[src/hw/rtl/tmprof_pkg.sv]
package tmprof_pkg;

  localparam int unsigned DataW    = 32;
  localparam int unsigned EnW      = 48;
  localparam int unsigned TickW    = 16;
  localparam int unsigned Frac     = 16;
  localparam int unsigned TickFrac = 16;
  localparam int unsigned OpAW     = 64;
  localparam int unsigned OpBW     = 33;
  localparam int unsigned ResW     = 96;

  typedef enum logic [1:0] {
    OP_MUL,
    OP_DIV,
    OP_SQRT
  } op_e;

  typedef struct packed {
    logic start;
    op_e  op;
    logic half;   // 16-bit multiplier operand
  } unit_req_t;

endpackage

[src/hw/rtl/tmprof_unit.sv]
module tmprof_unit (
  input  logic                            clk_i,
  input  logic                            rst_ni,
  input  tmprof_pkg::unit_req_t           req_i,
  input  logic [tmprof_pkg::OpAW-1:0]     a_i,
  input  logic [tmprof_pkg::OpBW-1:0]     b_i,
  output logic [tmprof_pkg::ResW-1:0]     res_o,
  output logic                            done_o
);
  import tmprof_pkg::*;

  logic            busy_q, done_q;
  logic [5:0]      cnt_q, count;
  op_e             op_q;
  logic [ResW-1:0] acc_q, acc_d, opa_q, opa_d;
  logic [OpBW-1:0] opb_q, opb_d;
  logic [33:0]     div_r;
  logic [35:0]     sq_r, sq_t;

  always_comb begin
    case (req_i.op)
      OP_MUL:  count = req_i.half ? 6'd15 : 6'd31;
      OP_DIV:  count = 6'd63;
      OP_SQRT: count = 6'd31;
      default: count = 6'd31;
    endcase
  end

  // one multiplier bit, quotient bit or root digit per cycle
  always_comb begin
    acc_d = acc_q;
    opa_d = opa_q;
    opb_d = opb_q;
    div_r = {acc_q[32:0], opa_q[63]};
    sq_r  = {acc_q[33:0], opa_q[63:62]};
    sq_t  = {2'b00, opb_q[31:0], 2'b01};
    case (op_q)
      OP_MUL: begin
        if (opb_q[0]) acc_d = acc_q + opa_q;
        opa_d = {opa_q[ResW-2:0], 1'b0};
        opb_d = {1'b0, opb_q[OpBW-1:1]};
      end
      OP_DIV: begin
        if (div_r >= {1'b0, opb_q}) begin
          acc_d = {62'b0, div_r - {1'b0, opb_q}};
          opa_d = {32'b0, opa_q[62:0], 1'b1};
        end else begin
          acc_d = {62'b0, div_r};
          opa_d = {32'b0, opa_q[62:0], 1'b0};
        end
      end
      OP_SQRT: begin
        opa_d = {opa_q[ResW-3:0], 2'b00};
        if (sq_r >= sq_t) begin
          acc_d = {60'b0, sq_r - sq_t};
          opb_d = {1'b0, opb_q[30:0], 1'b1};
        end else begin
          acc_d = {60'b0, sq_r};
          opb_d = {1'b0, opb_q[30:0], 1'b0};
        end
      end
      default: ;
    endcase
  end

  always_ff @(posedge clk_i or negedge rst_ni) begin
    if (!rst_ni) begin
      busy_q <= 1'b0;
      done_q <= 1'b0;
      cnt_q  <= '0;
      op_q   <= OP_MUL;
    end else begin
      done_q <= 1'b0;
      if (req_i.start) begin
        busy_q <= 1'b1;
        op_q   <= req_i.op;
        cnt_q  <= count;
      end else if (busy_q) begin
        if (cnt_q == '0) begin
          busy_q <= 1'b0;
          done_q <= 1'b1;
        end
        cnt_q <= cnt_q - 6'd1;
      end
    end
  end

  always_ff @(posedge clk_i) begin
    if (req_i.start) begin
      acc_q <= '0;
      opa_q <= {32'b0, a_i};
      opb_q <= (req_i.op == OP_SQRT) ? '0 : b_i;
    end else if (busy_q) begin
      acc_q <= acc_d;
      opa_q <= opa_d;
      opb_q <= opb_d;
    end
  end

  always_comb begin
    case (op_q)
      OP_MUL:  res_o = acc_q;
      OP_DIV:  res_o = {32'b0, opa_q[63:0]};
      OP_SQRT: res_o = {64'b0, opb_q[31:0]};
      default: res_o = acc_q;
    endcase
  end

  assign done_o = done_q;

endmodule

[src/hw/rtl/trapezoid_motion_profiler.sv]
// Start transfer: seven 32-bit multiplies, three 64-bit divides and one 32-digit square
// root run in turn on the shared bit-serial unit; a zero rate starts at the K_VV multiply,
// and the root is skipped when the K_DH product overflows. Moving tick: cruise runs K_DT and
// K_FDT; decel adds K_DEC, accel K_ACC and K_AET; early stop runs K_DEC only, idle nothing.
// One item at a time; the next is taken the cycle after the result is registered.
// Reset: asynchronous, clears motion state and odometer, loads register defaults.
module trapezoid_motion_profiler (
  input  logic         clk_i,
  input  logic         rst_ni,
  input  logic         s_axis_tvalid,
  output logic         s_axis_tready,
  input  logic [31:0]  s_axis_tdata,   // move_distance
  input  logic [0:0]   s_axis_tuser,   // func
  output logic         m_axis_tvalid,
  input  logic         m_axis_tready,
  // status, remaining_distance, speed_now, step_energy, energy_used,
  // energy_estimate, odometer_total, zero pad
  output logic [263:0] m_axis_tdata,
  input  logic         cfg_we_i,
  input  logic [2:0]   cfg_idx_i,
  input  logic [31:0]  cfg_data_i
);
  import tmprof_pkg::*;

  localparam logic [2:0] CfgAccel = 3'd0;
  localparam logic [2:0] CfgDecel = 3'd1;
  localparam logic [2:0] CfgVmax  = 3'd2;
  localparam logic [2:0] CfgMass  = 3'd3;
  localparam logic [2:0] CfgDrag  = 3'd4;
  localparam logic [2:0] CfgTick  = 3'd5;

  localparam logic [1:0] StatIdle    = 2'd0;
  localparam logic [1:0] StatMoving  = 2'd1;
  localparam logic [1:0] StatArrived = 2'd2;
  localparam logic [1:0] StatStopped = 2'd3;

  localparam int unsigned EnShift = 2 * Frac + 1;

  typedef enum logic [1:0] {S_IDLE, S_GO, S_WAIT, S_OUT} state_e;
  typedef enum logic [3:0] {
    K_AC, K_DIVH, K_DH, K_SQRT, K_VV, K_ZA, K_ZC, K_MV, K_AER, K_KE, K_FD,
    K_ACC, K_AET, K_DEC, K_DT, K_FDT
  } step_e;

  function automatic logic [EnW-1:0] sat_add48(input logic [EnW-1:0] a, input logic [EnW-1:0] b);
    logic [EnW:0] s;
    s = {1'b0, a} + {1'b0, b};
    return s[EnW] ? '1 : s[EnW-1:0];
  endfunction

  function automatic logic [EnW-1:0] sat_shr(input logic [ResW-1:0] p);
    return (|p[ResW-1:EnShift+EnW]) ? '1 : p[EnShift+EnW-1:EnShift];
  endfunction

  function automatic logic [DataW-1:0] sat32(input logic [63:0] x);
    return (|x[63:32]) ? '1 : x[31:0];
  endfunction

  logic [DataW-1:0] accel_q, decel_q, vmax_q, mass_q, drag_q;
  logic [TickW-1:0] tick_q;

  state_e           st_q;
  step_e            step_q;
  logic             moving_q;
  logic [DataW-1:0] path_q, trav_q, speed_q, v_q, aze_q, dzl_q;
  logic [EnW-1:0]   aer_q, esum_q, odo_q;
  logic [63:0]      tmp_q;
  logic [1:0]       o_status_q;
  logic [DataW-1:0] o_rem_q, o_spd_q;
  logic [EnW-1:0]   o_step_q, o_est_q;
  logic             m_valid_q;
  logic [263:0]     m_data_q;

  unit_req_t        u_req;
  logic [OpAW-1:0]  u_a;
  logic [OpBW-1:0]  u_b;
  logic [ResW-1:0]  u_res;
  logic             u_done;

  logic [DataW-1:0] dv, delta, gap;
  logic [DataW:0]   spd_inc, pos;
  logic [EnW-1:0]   step_se;

  tmprof_unit u_unit (
    .clk_i  (clk_i),
    .rst_ni (rst_ni),
    .req_i  (u_req),
    .a_i    (u_a),
    .b_i    (u_b),
    .res_o  (u_res),
    .done_o (u_done)
  );

  always_ff @(posedge clk_i or negedge rst_ni) begin
    if (!rst_ni) begin
      accel_q <= 32'd65536;
      decel_q <= 32'd65536;
      vmax_q  <= 32'd65536;
      mass_q  <= 32'd65536;
      drag_q  <= '0;
      tick_q  <= 16'd6554;
    end else if (cfg_we_i) begin
      case (cfg_idx_i)
        CfgAccel: accel_q <= cfg_data_i;
        CfgDecel: decel_q <= cfg_data_i;
        CfgVmax:  vmax_q  <= cfg_data_i;
        CfgMass:  mass_q  <= cfg_data_i;
        CfgDrag:  drag_q  <= cfg_data_i;
        CfgTick:  tick_q  <= cfg_data_i[TickW-1:0];
        default: ;
      endcase
    end
  end

  // operand routing for the shared unit
  always_comb begin
    u_req.start = (st_q == S_GO);
    u_req.op    = OP_MUL;
    u_req.half  = 1'b0;
    u_a         = '0;
    u_b         = '0;
    case (step_q)
      K_AC:   begin u_a = {32'b0, accel_q}; u_b = {1'b0, decel_q}; end
      K_DIVH: begin
        u_req.op = OP_DIV;
        u_a = tmp_q;
        u_b = {1'b0, accel_q} + {1'b0, decel_q};
      end
      K_DH:   begin u_a = {32'b0, path_q}; u_b = {1'b0, tmp_q[31:0]}; end
      K_SQRT: begin u_req.op = OP_SQRT; u_a = {tmp_q[62:0], 1'b0}; end
      K_VV:   begin u_a = {32'b0, v_q}; u_b = {1'b0, v_q}; end
      K_ZA:   begin u_req.op = OP_DIV; u_a = tmp_q; u_b = {accel_q, 1'b0}; end
      K_ZC:   begin u_req.op = OP_DIV; u_a = tmp_q; u_b = {decel_q, 1'b0}; end
      K_MV:   begin u_a = {32'b0, mass_q}; u_b = {1'b0, v_q}; end
      K_AER:  begin u_a = tmp_q; u_b = {1'b0, accel_q}; end
      K_KE:   begin u_a = tmp_q; u_b = {1'b0, v_q}; end
      K_FD:   begin u_a = {32'b0, drag_q}; u_b = {1'b0, path_q}; end
      K_ACC:  begin u_req.half = 1'b1; u_a = {32'b0, accel_q}; u_b = {17'b0, tick_q}; end
      K_AET:  begin u_req.half = 1'b1; u_a = {16'b0, aer_q}; u_b = {17'b0, tick_q}; end
      K_DEC:  begin u_req.half = 1'b1; u_a = {32'b0, decel_q}; u_b = {17'b0, tick_q}; end
      K_DT:   begin u_req.half = 1'b1; u_a = {32'b0, speed_q}; u_b = {17'b0, tick_q}; end
      K_FDT:  begin u_a = {32'b0, drag_q}; u_b = {1'b0, tmp_q[31:0]}; end
      default: ;
    endcase
  end

  always_comb begin
    dv      = u_res[TickFrac+31:TickFrac];
    delta   = tmp_q[31:0];
    gap     = (path_q > trav_q) ? (path_q - trav_q) : '0;
    spd_inc = {1'b0, speed_q} + {1'b0, u_res[TickFrac+31:TickFrac]};
    pos     = {1'b0, trav_q} + {1'b0, delta};
    step_se = sat_add48(o_step_q, u_res[Frac+47:Frac]);
  end

  always_ff @(posedge clk_i or negedge rst_ni) begin
    if (!rst_ni) begin
      st_q       <= S_IDLE;
      step_q     <= K_AC;
      moving_q   <= 1'b0;
      path_q     <= '0;
      trav_q     <= '0;
      speed_q    <= '0;
      v_q        <= '0;
      aze_q      <= '0;
      dzl_q      <= '0;
      aer_q      <= '0;
      esum_q     <= '0;
      odo_q      <= '0;
      tmp_q      <= '0;
      o_status_q <= StatIdle;
      o_rem_q    <= '0;
      o_spd_q    <= '0;
      o_step_q   <= '0;
      o_est_q    <= '0;
      m_valid_q  <= 1'b0;
      m_data_q   <= '0;
    end else begin
      if (st_q == S_OUT && (!m_valid_q || m_axis_tready)) m_valid_q <= 1'b1;
      else if (m_valid_q && m_axis_tready) m_valid_q <= 1'b0;
      case (st_q)
        S_IDLE: begin
          if (s_axis_tvalid) begin
            o_est_q  <= '0;
            o_step_q <= '0;
            o_spd_q  <= '0;
            o_rem_q  <= '0;
            if (!s_axis_tuser[0]) begin
              path_q  <= s_axis_tdata;
              trav_q  <= '0;
              speed_q <= '0;
              esum_q  <= '0;
              if (s_axis_tdata == '0) begin
                moving_q   <= 1'b0;
                o_status_q <= StatArrived;
              end else begin
                moving_q   <= 1'b1;
                o_status_q <= StatMoving;
                o_rem_q    <= s_axis_tdata;
              end
              // a zero rate gives a zero peak speed
              if (accel_q == '0 || decel_q == '0) begin
                v_q    <= '0;
                step_q <= K_VV;
              end else begin
                step_q <= K_AC;
              end
              st_q <= S_GO;
            end else if (!moving_q) begin
              o_status_q <= StatIdle;
              st_q       <= S_OUT;
            end else begin
              if (trav_q < aze_q) begin
                step_q <= K_ACC;
              end else if (({1'b0, trav_q} + {1'b0, dzl_q}) > {1'b0, path_q}) begin
                step_q <= K_DEC;
              end else begin
                step_q <= K_DT;
              end
              st_q <= S_GO;
            end
          end
        end
        S_GO: st_q <= S_WAIT;
        S_WAIT: begin
          if (u_done) begin
            st_q <= S_GO;
            case (step_q)
              K_AC:   begin tmp_q <= u_res[63:0]; step_q <= K_DIVH; end
              K_DIVH: begin tmp_q <= {32'b0, u_res[31:0]}; step_q <= K_DH; end
              K_DH: begin
                tmp_q <= u_res[63:0];
                if (u_res[63]) begin
                  v_q    <= vmax_q;
                  step_q <= K_VV;
                end else begin
                  step_q <= K_SQRT;
                end
              end
              K_SQRT: begin
                v_q    <= (u_res[31:0] > vmax_q) ? vmax_q : u_res[31:0];
                step_q <= K_VV;
              end
              K_VV:   begin tmp_q <= u_res[63:0]; step_q <= K_ZA; end
              K_ZA: begin
                aze_q  <= (accel_q == '0) ? '0 : sat32(u_res[63:0]);
                step_q <= K_ZC;
              end
              K_ZC: begin
                dzl_q  <= (decel_q == '0) ? '0 : sat32(u_res[63:0]);
                step_q <= K_MV;
              end
              K_MV:   begin tmp_q <= u_res[63:0]; step_q <= K_AER; end
              K_AER:  begin aer_q <= sat_shr(u_res); step_q <= K_KE; end
              K_KE:   begin tmp_q <= {16'b0, sat_shr(u_res)}; step_q <= K_FD; end
              K_FD: begin
                o_est_q <= sat_add48(tmp_q[EnW-1:0], u_res[Frac+47:Frac]);
                st_q    <= S_OUT;
              end
              K_ACC: begin
                speed_q <= spd_inc[DataW] ? '1 : spd_inc[DataW-1:0];
                step_q  <= K_AET;
              end
              K_AET: begin
                o_step_q <= u_res[TickFrac+47:TickFrac];
                step_q   <= K_DT;
              end
              K_DEC: begin
                if (dv > speed_q) begin
                  // stop short: snap to target
                  odo_q      <= odo_q + {16'b0, gap};
                  trav_q     <= path_q;
                  speed_q    <= '0;
                  moving_q   <= 1'b0;
                  o_status_q <= StatStopped;
                  st_q       <= S_OUT;
                end else begin
                  speed_q <= speed_q - dv;
                  step_q  <= K_DT;
                end
              end
              K_DT: begin
                tmp_q  <= {32'b0, u_res[TickFrac+31:TickFrac]};
                step_q <= K_FDT;
              end
              K_FDT: begin
                o_step_q <= step_se;
                esum_q   <= sat_add48(esum_q, step_se);
                odo_q    <= odo_q + {16'b0, delta};
                o_spd_q  <= speed_q;
                if (pos >= {1'b0, path_q}) begin
                  trav_q     <= path_q;
                  speed_q    <= '0;
                  moving_q   <= 1'b0;
                  o_status_q <= StatArrived;
                end else begin
                  trav_q     <= pos[DataW-1:0];
                  o_rem_q    <= path_q - pos[DataW-1:0];
                  o_status_q <= StatMoving;
                end
                st_q <= S_OUT;
              end
              default: st_q <= S_OUT;
            endcase
          end
        end
        S_OUT: begin
          if (!m_valid_q || m_axis_tready) begin
            m_data_q  <= {6'b0, odo_q, o_est_q, esum_q, o_step_q, o_spd_q, o_rem_q,
                          o_status_q};
            st_q      <= S_IDLE;
          end
        end
        default: st_q <= S_IDLE;
      endcase
    end
  end

  assign s_axis_tready = (st_q == S_IDLE);
  assign m_axis_tvalid = m_valid_q;
  assign m_axis_tdata  = m_data_q;

endmodule
[config.mk]
export PLATFORM = sky130hd
export DESIGN_NAME = trapezoid_motion_profiler
export DESIGN_NICKNAME = d
export VERILOG_FILES = /design/src/hw/rtl/tmprof_pkg.sv /design/src/hw/rtl/tmprof_unit.sv /design/src/hw/rtl/trapezoid_motion_profiler.sv
export SDC_FILE = /design/constraint.sdc
export NUM_CORES = 2
export LEC_CHECK = 0
export BUFFER_PORTS_ARGS = -buffer_cell sky130_fd_sc_hd__buf_4
export CAP_MARGIN = 10
export CORE_MARGIN = 5
export CORE_UTILIZATION = 40
export CTS_CLUSTER_DIAMETER = 100
export DETAILED_ROUTE_END_ITERATION = 10
export PLACE_DENSITY = 0.59
export SYNTH_ARGS = -nofsm -noshare
export SYNTH_HDL_FRONTEND = slang
export SYNTH_SLANG_ARGS = --single-unit
export TNS_END_PERCENT = 50
[constraint.sdc]
create_clock -name clk_i -period 21.8 [get_ports clk_i]
set_clock_uncertainty 0.2 [all_clocks]
set_input_delay 2.18 -clock clk_i [delete_from_list [all_inputs] [get_ports clk_i]]
set_output_delay 2.18 -clock clk_i [all_outputs]
set_load 0.02 [all_outputs]
==> impl_metrics.toml <==
[status]
status = "completed"

[sta]
hold_viol_final = 0
fin_crit_sh_pct = 42.9
tightest_slew_ns = 1.29
timing.slew.headroom_pct = 13.0
final.setup.tns_ns = 0
finalSetupViolations = 0
period_minus_slack_ns = 9.35
rsz0062_at_grt = "false"
setup_ws_ns = 12.45
max_freq_mhz = 107
final_max_slew_viol_count = 0

[floorplanning]
io_pins = 339
initial_utilization_pct = 40.2
die_y_um = 480
die_area_sq_um = 231000
die_x_um = 480
coreArea_sq_um = 220000
rows = 172

[cells_and_area]
drive_above_1_share_pct = 13.4
synthToLayoutAreaGrowth_pct = 12.7
layout.nets = 11000
fillCellCount = 21500

[setup_path]
cp.arrival_ns = 9.91
endpoint_kind = "flip-flop"
criticalPathCategory = "flip-flop to flip-flop"
crit_path_start = "u_unit.op_q[1]"
critical-path-slowest-cell = "a41o_2"
start_kind = "flip-flop"
r2r_start = "u_unit.op_q[1]"
worstPathRequired_ns = 22.36
cpPeakStageDelay_ns = 0.80
path_max_fanout = 93

[synthesis]
synthArstFlopShare_pct = 81.8
synth_xor_area_share_pct = 4.59
synth_compound_area_share_pct = 25.4
synthMuxAreaShare_pct = 6.47
seq_area_frac_synth_pct = 34.9
synth_cell_types = 103
synth-seq-cells = 1239
yosys.area_share.adder_pct = 10.2
synth_area_sq_um = 88400
synth.avg_cell_area_sq_um = 8.74
synth_top_family_by_area = "compound AO/OA/AOI/OAI gates"
synth_ff_type = "dfrtp_1"
ys_warn_count = 0
yosys.area_share.simple_pct = 14.0
synthCells = 10100
synth_edf_count = 97

[grt]
grt_use_total_pct = 32.5
antenna_found_initial = 31
overflow = 0
grt_pass1_wl_um = 563000
grt_max_degree = 151
grt_pass1_vias = 80500

[clock_network]
hold_buffers = 0
clkTransAtPathRegs_ns = 0.06
clk_latency_ns = 0.84
cts_resized = 0
clk_path_buf_depth = 3
clockRootBuffer = "clkbuf_16"
cts_buffers = 149
cts.sink_count = 1239
postCtsSetupBuffers = 0
h-tree-depth = 4
cts_tree = "yes"

[flow_run]
cap_violations = 0

[routing]
dr.pass1.iters = 10
drc = 0
wire_per_inst_um = 29.3
vias = 84600
wl_um = 390000
final_antenna_net_count = 0
viasPerCell = 6.35
drt-initial-drc-count = 10600

[place]
place_congestion = 1.02
portBuffers = 332
dp_hpwl_um = 292000
dp_slack_ns = 12.53

[hold_path]
hold_path.class = "flip-flop to flip-flop"
hp-start = "o_est_q[6]"
## final timing paths
path | end | slack [ns] | depth (start not counted)
worst min register to register | o_est_q[6] | 0.26 | 2
worst min-delay path | o_est_q[6] | 0.26 | 2
worst max-delay path | esum_q[47] | 12.45 | 32
worst max register to register | esum_q[47] | 12.45 | 32
min in group asynchronous | m_axis_tdata[9] | 1.19 | 1
max in group asynchronous | m_axis_tdata[97] | 16.15 | 5
## flip-flops by register name, summed over array words and instances (netlist names), 33 cells and up
| register | flops |
|---|---|
| odo_q | 48 |
| o_step_q | 48 |
| tmp_q | 64 |
| aer_q | 48 |
| m_axis_tdata | 258 |
| esum_q | 48 |
| u_unit.opb_q | 33 |
| o_est_q | 48 |
| u_unit.acc_q | 96 |
| u_unit.opa_q | 96 |
## kinds of logic after synthesis
group / Yosys count
buf+inv: 1014
flops: 1239
compound gates: 3435
simple gates: 2735
mux: 517
xor+xnor: 463
other cells: 1
fa+ha+maj: 714
## worst max-delay path: cells and delay by family, from the launching register on
kind / cells / cell delay [ns]
AND/OR/NAND/NOR: 7 / 1.14
flip-flops: 1 / 0.44
buffers and inverters: 6 / 1.71
AO/OA/AOI/OAI: 14 / 3.87
adder cells (fa/ha/maj): 5 / 1.82
## through the flow
stage	cells	cell area (sq um)	utilization [%]	hold WS [ns]
final	13300	99600	45.3	0.264
after detailed placement	13000	94400	43.0	0.253
after CTS	13300	99600	45.3	0.267
after global routing	13300	99600	45.3	0.278
after global placement	13000	94400	43.0	0.247
after floorplan	10100	88400	-	0.233
## layout by cell type, fill, tap and decap left out, drive strengths merged, types with 67 or more instances in the layout
cell type,n
a222oi,101
edfxtp,97
xnor2,285
nor2,602
mux2,435
clkbuf,197
a31oi,140
mux2i,82
nand3,220
o31ai,84
a22oi,155
nand2,1153
o21a,67
buf,543
xor2,178
a21o,335
nand2b,121
inv,438
dfrtp,1003
ha,701
dfxtp,128
o22ai,95
o21bai,96
nor3,135
nand4,129
nor2b,82
a21oi,843
a221oi,168
o21ai,857
## metal layers
metal  GRT usage, %  part of all wire, %
met3           6.96                  8.8
met4           18.1                  6.8
met5              0                0.019
met2           49.0                   43
met1           43.3                   42
## cells in the mapped netlist (64+ instances only)
| master | n | area, sq um |
|---|---|---|
| o21ai_0 | 838 | 4190 |
| mux2_2 | 435 | 4900 |
| inv_1 | 427 | 1600 |
| nand4_1 | 128 | 801 |
| a22o_1 | 66 | 578 |
| clkbuf_1 | 511 | 1920 |
| edfxtp_1 | 97 | 2910 |
| nor4_1 | 64 | 400 |
| nor2_1 | 600 | 2250 |
| xor2_1 | 178 | 1560 |
| o31ai_1 | 81 | 608 |
| a21o_1 | 335 | 2510 |
| dfrtp_1 | 1003 | 25100 |
| xnor2_1 | 285 | 2500 |
| o21bai_1 | 96 | 721 |
| a22oi_1 | 154 | 1160 |
| nand3_1 | 220 | 1100 |
| nor3_1 | 135 | 676 |
| a221oi_1 | 166 | 1450 |
| dfxtp_1 | 128 | 2560 |
| ha_1 | 701 | 8770 |
| nor2b_1 | 82 | 513 |
| nand2_1 | 1153 | 4330 |
| o21a_1 | 67 | 503 |
| o22ai_1 | 94 | 588 |
| mux2i_1 | 82 | 821 |
| a222oi_1 | 101 | 1010 |
| a21oi_1 | 843 | 4220 |
| a31oi_1 | 138 | 863 |
| nand2b_1 | 121 | 757 |
## cell type report
class	count	area (sq um)	share of cell area, %
multi-input combinational	7870	54100	54.3
clock buffer	197	4190	4.21
sequential	1239	30900	31.0
inverter	427	1600	1.61
antenna	9	22.5	0.0226
timing repair buffer	543	4120	4.13
clock inverter	74	1030	1.03
tap	2958	3700	3.71
Power is not shown: default switching activity piles up to over one toggle a cycle in this logic, so the estimate is an artifact.
